<file path="config.mk">
export PLATFORM = sky130hd
export DESIGN_NAME = rsa_modular_exponentiation
export DESIGN_NICKNAME = d
export VERILOG_FILES = /design/src/rtl/rme_pkg.sv /design/src/rtl/rme_modmul.sv /design/src/rtl/rme_datapath.sv /design/src/rtl/rme_ctrl.sv /design/src/rtl/rsa_modular_exponentiation.sv
export VERILOG_INCLUDE_DIRS = /design/src /design/src/rtl
export SDC_FILE = /design/constraint.sdc
export NUM_CORES = 1
export LEC_CHECK = 0
export ABC_AREA = 1
export ABC_CLOCK_PERIOD_IN_PS = 6300
export BUFFER_PORTS_ARGS = -buffer_cell sky130_fd_sc_hd__buf_2
export CORE_MARGIN = 2
export CORE_UTILIZATION = 50
export CTS_BUF_LIST = sky130_fd_sc_hd__clkbuf_8 sky130_fd_sc_hd__clkbuf_16
export CTS_CLUSTER_DIAMETER = 30
export DETAILED_ROUTE_END_ITERATION = 10
export GPL_ROUTABILITY_DRIVEN = 0
export HOLD_SLACK_MARGIN = 0.03
export PLACE_DENSITY = 0.72
export SYNTH_ARGS = -nofsm -noshare
export SYNTH_HDL_FRONTEND = slang
export SYNTH_SLANG_ARGS = --single-unit
</file>
<file path="constraint.sdc">
create_clock -name clk -period 6.3 [get_ports clk]
set_clock_uncertainty 0.15 [all_clocks]
set_input_delay 1.26 -clock clk [delete_from_list [all_inputs] [get_ports clk]]
set_output_delay 1.26 -clock clk [all_outputs]
set_load 0.05 [all_outputs]
</file>
<file path="src/rtl/rsa_modular_exponentiation_defines.svh">
// Assertion macros shared by the modular exponentiation RTL.
`ifndef RSA_MODULAR_EXPONENTIATION_DEFINES_SVH
`define RSA_MODULAR_EXPONENTIATION_DEFINES_SVH
`ifndef SYNTHESIS
// Same-cycle implication, sampled on clk, off during reset.
`define RME_ASSERT_IMP(lbl, ante, cons, msg) \
	lbl: assert property (@(posedge clk) disable iff (!arst_n) (ante) |-> (cons)) \
		else $error(msg);
// Next-cycle implication, sampled on clk, off during reset.
`define RME_ASSERT_NXT(lbl, ante, cons, msg) \
	lbl: assert property (@(posedge clk) disable iff (!arst_n) (ante) |=> (cons)) \
		else $error(msg);
`else
`define RME_ASSERT_IMP(lbl, ante, cons, msg)
`define RME_ASSERT_NXT(lbl, ante, cons, msg)
`endif
`endif

</file>
<file path="src/rtl/rme_pkg.sv">
// Shared types and constants for the modular exponentiation block.
package rme_pkg;

	localparam int unsigned CFG_W = 32;
	localparam int unsigned OFF_W = 8;
	localparam int unsigned RES_W = 33;

	// reset values of the configuration registers
	localparam logic [CFG_W-1:0] RST_MODULUS  = 32'd2;
	localparam logic [CFG_W-1:0] RST_PUB_EXP  = 32'd1;
	localparam logic [CFG_W-1:0] RST_PRIV_EXP = 32'd1;
	localparam logic [OFF_W-1:0] RST_OFFSET   = 8'd97;

	localparam logic KIND_DECRYPT = 1'b1;

	typedef enum logic [1:0] {
		REG_MODULUS  = 2'd0,
		REG_PUB_EXP  = 2'd1,
		REG_PRIV_EXP = 2'd2,
		REG_CHAR_OFF = 2'd3
	} reg_idx_t;

	// operand selection for the modular multiplier
	typedef enum logic [1:0] {
		MSEL_RED = 2'd0,
		MSEL_ACC = 2'd1,
		MSEL_SQR = 2'd2
	} msel_t;

	typedef struct packed {
		logic  load;
		logic  mul_start;
		msel_t mul_sel;
		logic  wr_red;
		logic  wr_acc;
		logic  wr_sqr;
		logic  out_load;
	} cmd_t;

	typedef struct packed {
		logic mul_busy;
		logic mul_done;
		logic degenerate;
		logic ex_zero;
		logic ex_lsb;
	} sts_t;

endpackage

</file>
<file path="src/rtl/rme_modmul.sv">
// Bit-serial interleaved modular multiplier: a*b mod n, one bit of b per cycle.
module rme_modmul
	import rme_pkg::*;
#(
	parameter int unsigned WIDTH = 32
) (
	input  logic             clk,
	input  logic             arst_n,
	input  logic             start,
	input  logic [WIDTH-1:0] a,
	input  logic [WIDTH-1:0] b,
	input  logic [WIDTH-1:0] n,
	output logic             busy,
	output logic             done,
	output logic [WIDTH-1:0] prod
);

	localparam int unsigned CNT_W = $clog2(WIDTH);
	localparam logic [CNT_W-1:0] CNT_LAST = CNT_W'(WIDTH - 1);

	logic [WIDTH-1:0] acc_q;
	logic [WIDTH-1:0] a_q;
	logic [WIDTH-1:0] b_q;
	logic [CNT_W-1:0] cnt_q;
	logic             busy_q;
	logic             done_q;

	logic [WIDTH:0] n_ext;
	logic [WIDTH:0] dbl;
	logic [WIDTH:0] dbl_red;
	logic [WIDTH:0] sum;
	logic [WIDTH:0] sum_red;

	// acc = 2*acc + bit*a, each term folded back below n
	always_comb begin
		n_ext   = {1'b0, n};
		dbl     = {acc_q, 1'b0};
		dbl_red = (dbl >= n_ext) ? (dbl - n_ext) : dbl;
		sum     = dbl_red + (b_q[WIDTH-1] ? {1'b0, a_q} : '0);
		sum_red = (sum >= n_ext) ? (sum - n_ext) : sum;
	end

	// step control
	always_ff @(posedge clk or negedge arst_n) begin
		if (!arst_n) begin
			busy_q <= 1'b0;
			done_q <= 1'b0;
			cnt_q  <= '0;
		end else begin
			done_q <= 1'b0;
			if (start && !busy_q) begin
				busy_q <= 1'b1;
				cnt_q  <= '0;
			end else if (busy_q) begin
				cnt_q <= cnt_q + 1'b1;
				if (cnt_q == CNT_LAST) begin
					busy_q <= 1'b0;
					done_q <= 1'b1;
				end
			end
		end
	end

	// operand and partial-result registers
	always_ff @(posedge clk) begin
		if (start && !busy_q) begin
			acc_q <= '0;
			a_q   <= a;
			b_q   <= b;
		end else if (busy_q) begin
			acc_q <= sum_red[WIDTH-1:0];
			b_q   <= {b_q[WIDTH-2:0], 1'b0};
		end
	end

	assign busy = busy_q;
	assign done = done_q;
	assign prod = acc_q;

endmodule

</file>
<file path="src/rtl/rme_datapath.sv">
// Datapath: operand registers, base reduction, square-and-multiply registers, result.
module rme_datapath
	import rme_pkg::*;
#(
	parameter int unsigned WIDTH = 32
) (
	input  logic             clk,
	input  logic             arst_n,
	input  logic             kind,
	input  logic [CFG_W-1:0] value,
	input  logic [CFG_W-1:0] modulus,
	input  logic [CFG_W-1:0] pub_exp,
	input  logic [CFG_W-1:0] priv_exp,
	input  logic [OFF_W-1:0] char_off,
	input  cmd_t             cmd,
	output sts_t             sts,
	output logic [RES_W-1:0] result
);

	logic             kind_q;
	logic [WIDTH-1:0] v_q;
	logic [WIDTH-1:0] n_q;
	logic [WIDTH-1:0] ex_q;
	logic [OFF_W-1:0] off_q;
	logic [WIDTH-1:0] acc_q;
	logic [WIDTH-1:0] base_q;
	logic [RES_W-1:0] res_q;

	logic [WIDTH-1:0] off_w;
	logic             below_off;
	logic [WIDTH-1:0] red_op;
	logic [WIDTH-1:0] mul_a;
	logic [WIDTH-1:0] mul_b;
	logic [WIDTH-1:0] prod;
	logic [WIDTH-1:0] red_fix;
	logic [WIDTH-1:0] pow;
	logic [RES_W-1:0] res_next;
	logic             mul_busy;
	logic             mul_done;
	logic             degenerate;

	assign off_w      = WIDTH'(off_q);
	assign below_off  = (v_q < off_w);
	assign degenerate = (n_q < WIDTH'(2));

	// value to be reduced mod n before the power loop
	always_comb begin
		if (kind_q == KIND_DECRYPT) begin
			red_op = v_q;
		end else if (below_off) begin
			red_op = off_w - v_q;
		end else begin
			red_op = v_q - off_w;
		end
	end

	// multiplier operand select
	always_comb begin
		unique case (cmd.mul_sel)
			MSEL_RED: begin
				mul_a = WIDTH'(1);
				mul_b = red_op;
			end
			MSEL_ACC: begin
				mul_a = acc_q;
				mul_b = base_q;
			end
			default: begin
				mul_a = base_q;
				mul_b = base_q;
			end
		endcase
	end

	rme_modmul #(
		.WIDTH(WIDTH)
	) u_modmul (
		.clk   (clk),
		.arst_n(arst_n),
		.start (cmd.mul_start),
		.a     (mul_a),
		.b     (mul_b),
		.n     (n_q),
		.busy  (mul_busy),
		.done  (mul_done),
		.prod  (prod)
	);

	// a code below the offset gives a negative difference: take n minus its residue
	always_comb begin
		if ((kind_q != KIND_DECRYPT) && below_off && (prod != '0)) begin
			red_fix = n_q - prod;
		end else begin
			red_fix = prod;
		end
	end

	// final word: power (zero for a modulus below 2), plus the offset on decrypt
	always_comb begin
		pow      = degenerate ? '0 : acc_q;
		res_next = RES_W'(pow) + ((kind_q == KIND_DECRYPT) ? RES_W'(off_q) : '0);
	end

	always_ff @(posedge clk) begin
		if (cmd.load) begin
			kind_q <= kind;
			v_q    <= value[WIDTH-1:0];
			n_q    <= modulus[WIDTH-1:0];
			ex_q   <= (kind == KIND_DECRYPT) ? priv_exp[WIDTH-1:0] : pub_exp[WIDTH-1:0];
			off_q  <= char_off;
			acc_q  <= WIDTH'(1);
		end
		if (cmd.wr_red) begin
			base_q <= red_fix;
		end
		if (cmd.wr_sqr) begin
			base_q <= prod;
			ex_q   <= ex_q >> 1;
		end
		if (cmd.wr_acc) begin
			acc_q <= prod;
		end
		if (cmd.out_load) begin
			res_q <= res_next;
		end
	end

	assign sts.mul_busy   = mul_busy;
	assign sts.mul_done   = mul_done;
	assign sts.degenerate = degenerate;
	assign sts.ex_zero    = (ex_q == '0);
	assign sts.ex_lsb     = ex_q[0];
	assign result         = res_q;

endmodule

</file>
<file path="src/rtl/rme_ctrl.sv">
// Controller: sequences reduction, square-and-multiply and the output word.
`include "rsa_modular_exponentiation_defines.svh"
module rme_ctrl
	import rme_pkg::*;
(
	input  logic clk,
	input  logic arst_n,
	input  logic item_valid,
	output logic item_stall,
	output logic result_valid,
	input  logic result_stall,
	input  sts_t sts,
	output cmd_t cmd
);

	typedef enum logic [6:0] {
		ST_IDLE   = 7'b0000001,
		ST_PREP   = 7'b0000010,
		ST_RED    = 7'b0000100,
		ST_LOOP   = 7'b0001000,
		ST_MACC   = 7'b0010000,
		ST_MSQR   = 7'b0100000,
		ST_FINISH = 7'b1000000
	} state_t;

	state_t state_q;
	state_t state_d;
	logic   out_valid_q;

	// next state and commands
	always_comb begin
		state_d = state_q;
		cmd     = '0;
		cmd.mul_sel = MSEL_SQR;
		unique case (state_q)
			ST_IDLE: begin
				if (item_valid) begin
					cmd.load = 1'b1;
					state_d  = ST_PREP;
				end
			end
			ST_PREP: begin
				if (sts.degenerate) begin
					state_d = ST_FINISH;
				end else begin
					cmd.mul_start = 1'b1;
					cmd.mul_sel   = MSEL_RED;
					state_d       = ST_RED;
				end
			end
			ST_RED: begin
				if (sts.mul_done) begin
					cmd.wr_red = 1'b1;
					state_d    = ST_LOOP;
				end
			end
			ST_LOOP: begin
				if (sts.ex_zero) begin
					state_d = ST_FINISH;
				end else if (sts.ex_lsb) begin
					cmd.mul_start = 1'b1;
					cmd.mul_sel   = MSEL_ACC;
					state_d       = ST_MACC;
				end else begin
					cmd.mul_start = 1'b1;
					state_d       = ST_MSQR;
				end
			end
			ST_MACC: begin
				if (sts.mul_done) begin
					cmd.wr_acc    = 1'b1;
					cmd.mul_start = 1'b1;
					state_d       = ST_MSQR;
				end
			end
			ST_MSQR: begin
				if (sts.mul_done) begin
					cmd.wr_sqr = 1'b1;
					state_d    = ST_LOOP;
				end
			end
			ST_FINISH: begin
				if (!out_valid_q || !result_stall) begin
					cmd.out_load = 1'b1;
					state_d      = ST_IDLE;
				end
			end
			default: begin
				state_d = ST_IDLE;
			end
		endcase
	end

	always_ff @(posedge clk or negedge arst_n) begin
		if (!arst_n) begin
			state_q <= ST_IDLE;
		end else begin
			state_q <= state_d;
		end
	end

	// output word valid
	always_ff @(posedge clk or negedge arst_n) begin
		if (!arst_n) begin
			out_valid_q <= 1'b0;
		end else if (cmd.out_load) begin
			out_valid_q <= 1'b1;
		end else if (!result_stall) begin
			out_valid_q <= 1'b0;
		end
	end

	assign item_stall   = (state_q != ST_IDLE);
	assign result_valid = out_valid_q;

	`RME_ASSERT_IMP(a_start_free, cmd.mul_start, !sts.mul_busy, "multiply started while busy")
	`RME_ASSERT_IMP(a_wr_on_done, cmd.wr_red || cmd.wr_acc || cmd.wr_sqr, sts.mul_done, "product written before done")
	`RME_ASSERT_IMP(a_no_overwrite, cmd.out_load, !(out_valid_q && result_stall), "pending word overwritten")
	`RME_ASSERT_NXT(a_busy_after_take, item_valid && !item_stall, item_stall, "second word taken while busy")

endmodule

</file>
<file path="src/rtl/rsa_modular_exponentiation.sv">
// Top level: configuration registers, controller and datapath of the RSA power unit.
//
// Usage:
//   Configuration goes through the APB-style port: modulus at 0x0, public exponent at
//   0x4, private exponent at 0x8, character offset at 0xC. pready is always high.
//   Write registers only while no word is in flight.
//   Input words (kind, value) are taken when item_valid is high and item_stall low.
//   kind 0 encrypts (value minus offset, wrapped mod n, raised to e); kind 1
//   decrypts (value raised to d mod n, plus offset). One result word per input.
//   Each modular multiply is bit-serial. The power loop does one square per exponent
//   bit and one more multiply per one bit of the exponent. The result shows up, and the
//   next word can be taken, once the loop ends and the word is loaded; a modulus below
//   2 skips the reduction and the loop.
//   The multiplier is the bottleneck; one item is in work at a time.
//   The finished word sits in an output register: a new input word is taken while it
//   waits under result_stall; the next result waits until it is taken.
//   Reset clears control and restores the register defaults (n 2, e 1, d 1, offset 97).
module rsa_modular_exponentiation
	import rme_pkg::*;
#(
	parameter int unsigned WIDTH = 32
) (
	input  logic             clk,
	input  logic             arst_n,
	input  logic             psel,
	input  logic             penable,
	input  logic             pwrite,
	input  logic [3:0]       paddr,
	input  logic [CFG_W-1:0] pwdata,
	output logic [CFG_W-1:0] prdata,
	output logic             pready,
	input  logic             item_valid,
	output logic             item_stall,
	input  logic             kind,
	input  logic [CFG_W-1:0] value,
	output logic             result_valid,
	input  logic             result_stall,
	output logic [RES_W-1:0] result
);

	logic [CFG_W-1:0] modulus_q;
	logic [CFG_W-1:0] pub_exp_q;
	logic [CFG_W-1:0] priv_exp_q;
	logic [OFF_W-1:0] char_off_q;

	reg_idx_t reg_idx;
	logic     cfg_wr;
	cmd_t     cmd;
	sts_t     sts;

	assign reg_idx = reg_idx_t'(paddr[3:2]);
	assign cfg_wr  = psel && penable && pwrite;
	assign pready  = 1'b1;

	// configuration registers
	always_ff @(posedge clk or negedge arst_n) begin
		if (!arst_n) begin
			modulus_q  <= RST_MODULUS;
			pub_exp_q  <= RST_PUB_EXP;
			priv_exp_q <= RST_PRIV_EXP;
			char_off_q <= RST_OFFSET;
		end else if (cfg_wr) begin
			unique case (reg_idx)
				REG_MODULUS:  modulus_q  <= pwdata;
				REG_PUB_EXP:  pub_exp_q  <= pwdata;
				REG_PRIV_EXP: priv_exp_q <= pwdata;
				default:      char_off_q <= pwdata[OFF_W-1:0];
			endcase
		end
	end

	// read back
	always_comb begin
		unique case (reg_idx)
			REG_MODULUS:  prdata = modulus_q;
			REG_PUB_EXP:  prdata = pub_exp_q;
			REG_PRIV_EXP: prdata = priv_exp_q;
			default:      prdata = CFG_W'(char_off_q);
		endcase
	end

	rme_ctrl u_ctrl (
		.clk         (clk),
		.arst_n      (arst_n),
		.item_valid  (item_valid),
		.item_stall  (item_stall),
		.result_valid(result_valid),
		.result_stall(result_stall),
		.sts         (sts),
		.cmd         (cmd)
	);

	rme_datapath #(
		.WIDTH(WIDTH)
	) u_datapath (
		.clk     (clk),
		.arst_n  (arst_n),
		.kind    (kind),
		.value   (value),
		.modulus (modulus_q),
		.pub_exp (pub_exp_q),
		.priv_exp(priv_exp_q),
		.char_off(char_off_q),
		.cmd     (cmd),
		.sts     (sts),
		.result  (result)
	);

endmodule
</file>
==> impl_results.md <==
- CTS root buf: clkbuf_16
- Tot GR Track Use: 0.298
- Layout Utilization: 0.615
- Grt ovf: 0
- Crit-path most repeated cell: nand2_1
- TritonRoute pass-1 iters: 6
- Top_reg_cell synth: edfxtp_1
- Asr flop ratio synth: 0.285
- Die Y: roughly 240 um
- CP max stage cell: edfxtp_1
- Final Hold Vio Count: 0
- NumNets Final: between 4000 and 5000
- Row cnt: 87
- Die W: ~240 um
- Layout cells sized above 1: 0.151
- Max Cap Viol: 0
- Multi-input combinational cell area: about 0.015 sq mm
- CTS buffer count: 86
- DR iter-0 viols: ~2900
- Final non-filler cell total: 4873
- Post-Syn Area per Cell: 7.50 sq um
- Crit-path max FO: 11
- # H-tree levels: 3
- Max Slew Vio Count: 0
- Max_slew headroom: 0.209
- Number of synthesized flops with an enable pin: between 200 and 300
- Vias per Instance: ~5.6
- Post-synthesis cell area: 0.0283 sq mm
- DR WL/cell: 18.8 um
- Final setup viols: 0
- Register area: roughly 0.012 sq mm
- Tcrit/Tclk final: 0.972
- Antenna violations before repair: 1
- Min cycle time layout: between 6 and 7 ns
- # diodes: 0
- CP Capture Type: flip-flop
- Largest net degree at the start of global routing: between 70 and 80
- Slew @ Worst Pin: roughly 1.2 ns
- Mapped Cells: 3778
- Placed instance count: about 4700
- IO Port Bufs: 140
- CP top delay family: simple AND/OR/NAND/NOR gates
- Pre-CTS setup slack: about 0.048 ns
- Setup WS post-layout: between 0.15 and 0.2 ns
- Largest stage delay, worst path: about 0.52 ns
- Max frequency: approximately 160 MHz
- Synth-to-Final Area Change: 22.0%
- Longest Clk Path Bufs: 3
- Initial core utilization: 0.504
- Critical Path AT: 6.56 ns
- DRC: 0
- Core ar.: about 0.056 sq mm
- Synth warn: 0
- Startpoint Class: flip-flop
- Hold crit path type: reg -> reg
- Seq/Total Area, Yosys: 0.410
- Via count: approximately 28000
- Status: complete, no violations
- Sink Count: 417
- First-pass GRT wire length: 138000 um
- IO Pins: between 100 and 150
- Hpwl dp: around 67000 um
- Post-detailed-routing wire length: between 90000 and 100000 um
- Post-synth cell types: 60
- Vias in the first global route: around 25000
- Post-DRT Antenna Nets: 0
- Cell area after layout: between 0.03 and 0.04 sq mm
- Clock Latency Late Sink: 0.65 ns
- Clock transition at path regs: ~0.05 ns
- Crit path buf inv count: 7
- Setup CP Type: reg -> reg
- Syn Nets: roughly 4000
- DP Area: 0.0304 sq mm
- Yosys reg bits: about 420
- CP required: between 6 and 7 ns
- CTS tree: yes
- Die ar.: between 0.05 and 0.06 sq mm
- Fillers: around 4900
[layout make-up]
class                           count  share of cell area
Tap cell                          756              0.0274
Multi-Input combinational cell   2724               0.434
Inverter                          528              0.0576
Timing Repair Buffer              293              0.0570
Clock inverter                     67              0.0252
Clock buffer                       88              0.0634
Sequential cell                   417               0.336
[cells by family (layout without fill, tap and decap cells)]
group	Yosys count	after routing	synth area share
and+or+nand+nor	1772	1773	0.261
AOI/OAI and AO/OA	662	662	0.129
buffers and inverters	638	976	0.0882
DFF	417	417	0.410
adders and majority gates	160	160	0.0725
xor gates and xnor gates	128	128	0.0396
other	1	1	0.000132
[cells in the final DEF (no fill, tap or decap), types with 34 or more instances in the layout]
master / Yosys / routed
ha_1: 153 / 113
a21oi_1: 208 / 198
inv_1: 520 / 511
clkbuf_16: 0 / 90
dfrtp_1: 112 / 112
o21ai_0: 285 / 274
nand3_1: 168 / 167
nand2_1: 1053 / 1034
nand2_2: 15 / 34
edfxtp_1: 265 / 265
nand4_1: 74 / 74
buf_2: 29 / 140
xor2_1: 82 / 76
ha_4: 0 / 36
a31oi_1: 45 / 42
xnor2_1: 46 / 46
nor2_1: 356 / 338
buf_4: 2 / 141
[path summary, 6_finish.rpt]
kind                       slack [ns]                           to  cells after the start               from
min in group asynchronous        0.59               priv_exp_q[26]                      1             arst_n
setup / recovery                 0.18  u_datapath.u_modmul.prod[7]                     37  u_datapath.n_q[1]
setup reg to reg                 0.18  u_datapath.u_modmul.prod[7]                     37  u_datapath.n_q[1]
max in group asynchronous        4.16     u_datapath.u_modmul.done                      2             arst_n
hold reg to reg                  0.33           u_datapath.n_q[29]                      0      modulus_q[29]
hold / removal                   0.33           u_datapath.n_q[29]                      0      modulus_q[29]
[per-layer routing]
metal | share of wire | track usage
met5 | 0.00014 | 0
met4 | 0.048 | 0.130
met3 | 0.10 | 0.0660
met2 | 0.44 | 0.459
met1 | 0.41 | 0.406
[synth_stat cells, types with 3 or more instances]
| cell | n | area, sq um |
|---|---|---|
| nand2_4 | 3 | 33.8 |
| a21o_1 | 23 | 173 |
| nand2_1 | 1053 | 3950 |
| xnor2_1 | 46 | 403 |
| buf_2 | 29 | 145 |
| or2_2 | 6 | 37.5 |
| a31oi_1 | 45 | 282 |
| ha_1 | 153 | 1910 |
| nand4_1 | 74 | 463 |
| dfstp_2 | 7 | 184 |
| o21ai_1 | 16 | 80.1 |
| a21oi_1 | 208 | 1040 |
| a21boi_0 | 6 | 45.0 |
| dfxtp_1 | 33 | 661 |
| clkbuf_1 | 69 | 259 |
| a211oi_1 | 4 | 30.0 |
| nor2_2 | 10 | 62.6 |
| o21ai_0 | 285 | 1430 |
| dfrtp_1 | 112 | 2800 |
| nand3b_1 | 15 | 113 |
| nor2_1 | 356 | 1340 |
| clkinv_1 | 3 | 11.3 |
| buf_6 | 8 | 90.1 |
| a22o_1 | 4 | 35.0 |
| xor2_1 | 82 | 718 |
| o22ai_1 | 15 | 93.8 |
| nor4_1 | 27 | 169 |
| inv_2 | 5 | 18.8 |
| nor2_4 | 3 | 33.8 |
| nand2_2 | 15 | 93.8 |
| o21bai_1 | 19 | 143 |
| edfxtp_1 | 265 | 7960 |
| and3_1 | 6 | 37.5 |
| nand3_1 | 168 | 841 |
| o21a_1 | 9 | 67.6 |
| fa_1 | 7 | 140 |
| and2_1 | 3 | 18.8 |
| o211ai_1 | 10 | 75.1 |
| inv_1 | 520 | 1950 |
| nor3_1 | 26 | 130 |
| o21ai_2 | 4 | 35.0 |
[state kept, by name, summed over array words and instances (netlist names)]
name and cells:
u_datapath.u_modmul.done 1, u_datapath.u_modmul.a_q 32, u_datapath.u_modmul.cnt_q 5, u_datapath.base_q 32
u_datapath.off_q 8, u_datapath.n_q 32, char_off_q 8, u_datapath.u_modmul.b_q 32
priv_exp_q 32, u_datapath.ex_q 32, u_datapath.u_modmul.prod 32, pub_exp_q 32
u_datapath.result 33, u_ctrl.result_valid 1, u_datapath.u_modmul.busy 1, u_ctrl.state_q 7
u_datapath.acc_q 32, u_datapath.kind_q 1, modulus_q 32, u_datapath.v_q 32
[through the flow]
step / hold slack (ns) / setup TNS [ns]
6_report: 0.325 / 0
5_1_grt: 0.342 / -4.12
4_1_cts: 0.324 / 0
3_5_place_dp: 0.310 / 0
3_3_place_gp: 0.306 / 0
2_1_floorplan: 0.297 / 0
[repair_timing]
item                       CTS  global route
buffers inserted             0            26
pin swaps                    1            30
hold buffers                 0             0
setup endpoints to repair   12            32
gates cloned                 1             4
resized for setup            0           153
Power is left out: the tool's default activity adds up to more than one toggle a clock period on the data nets, which glitch-free logic cannot reach.
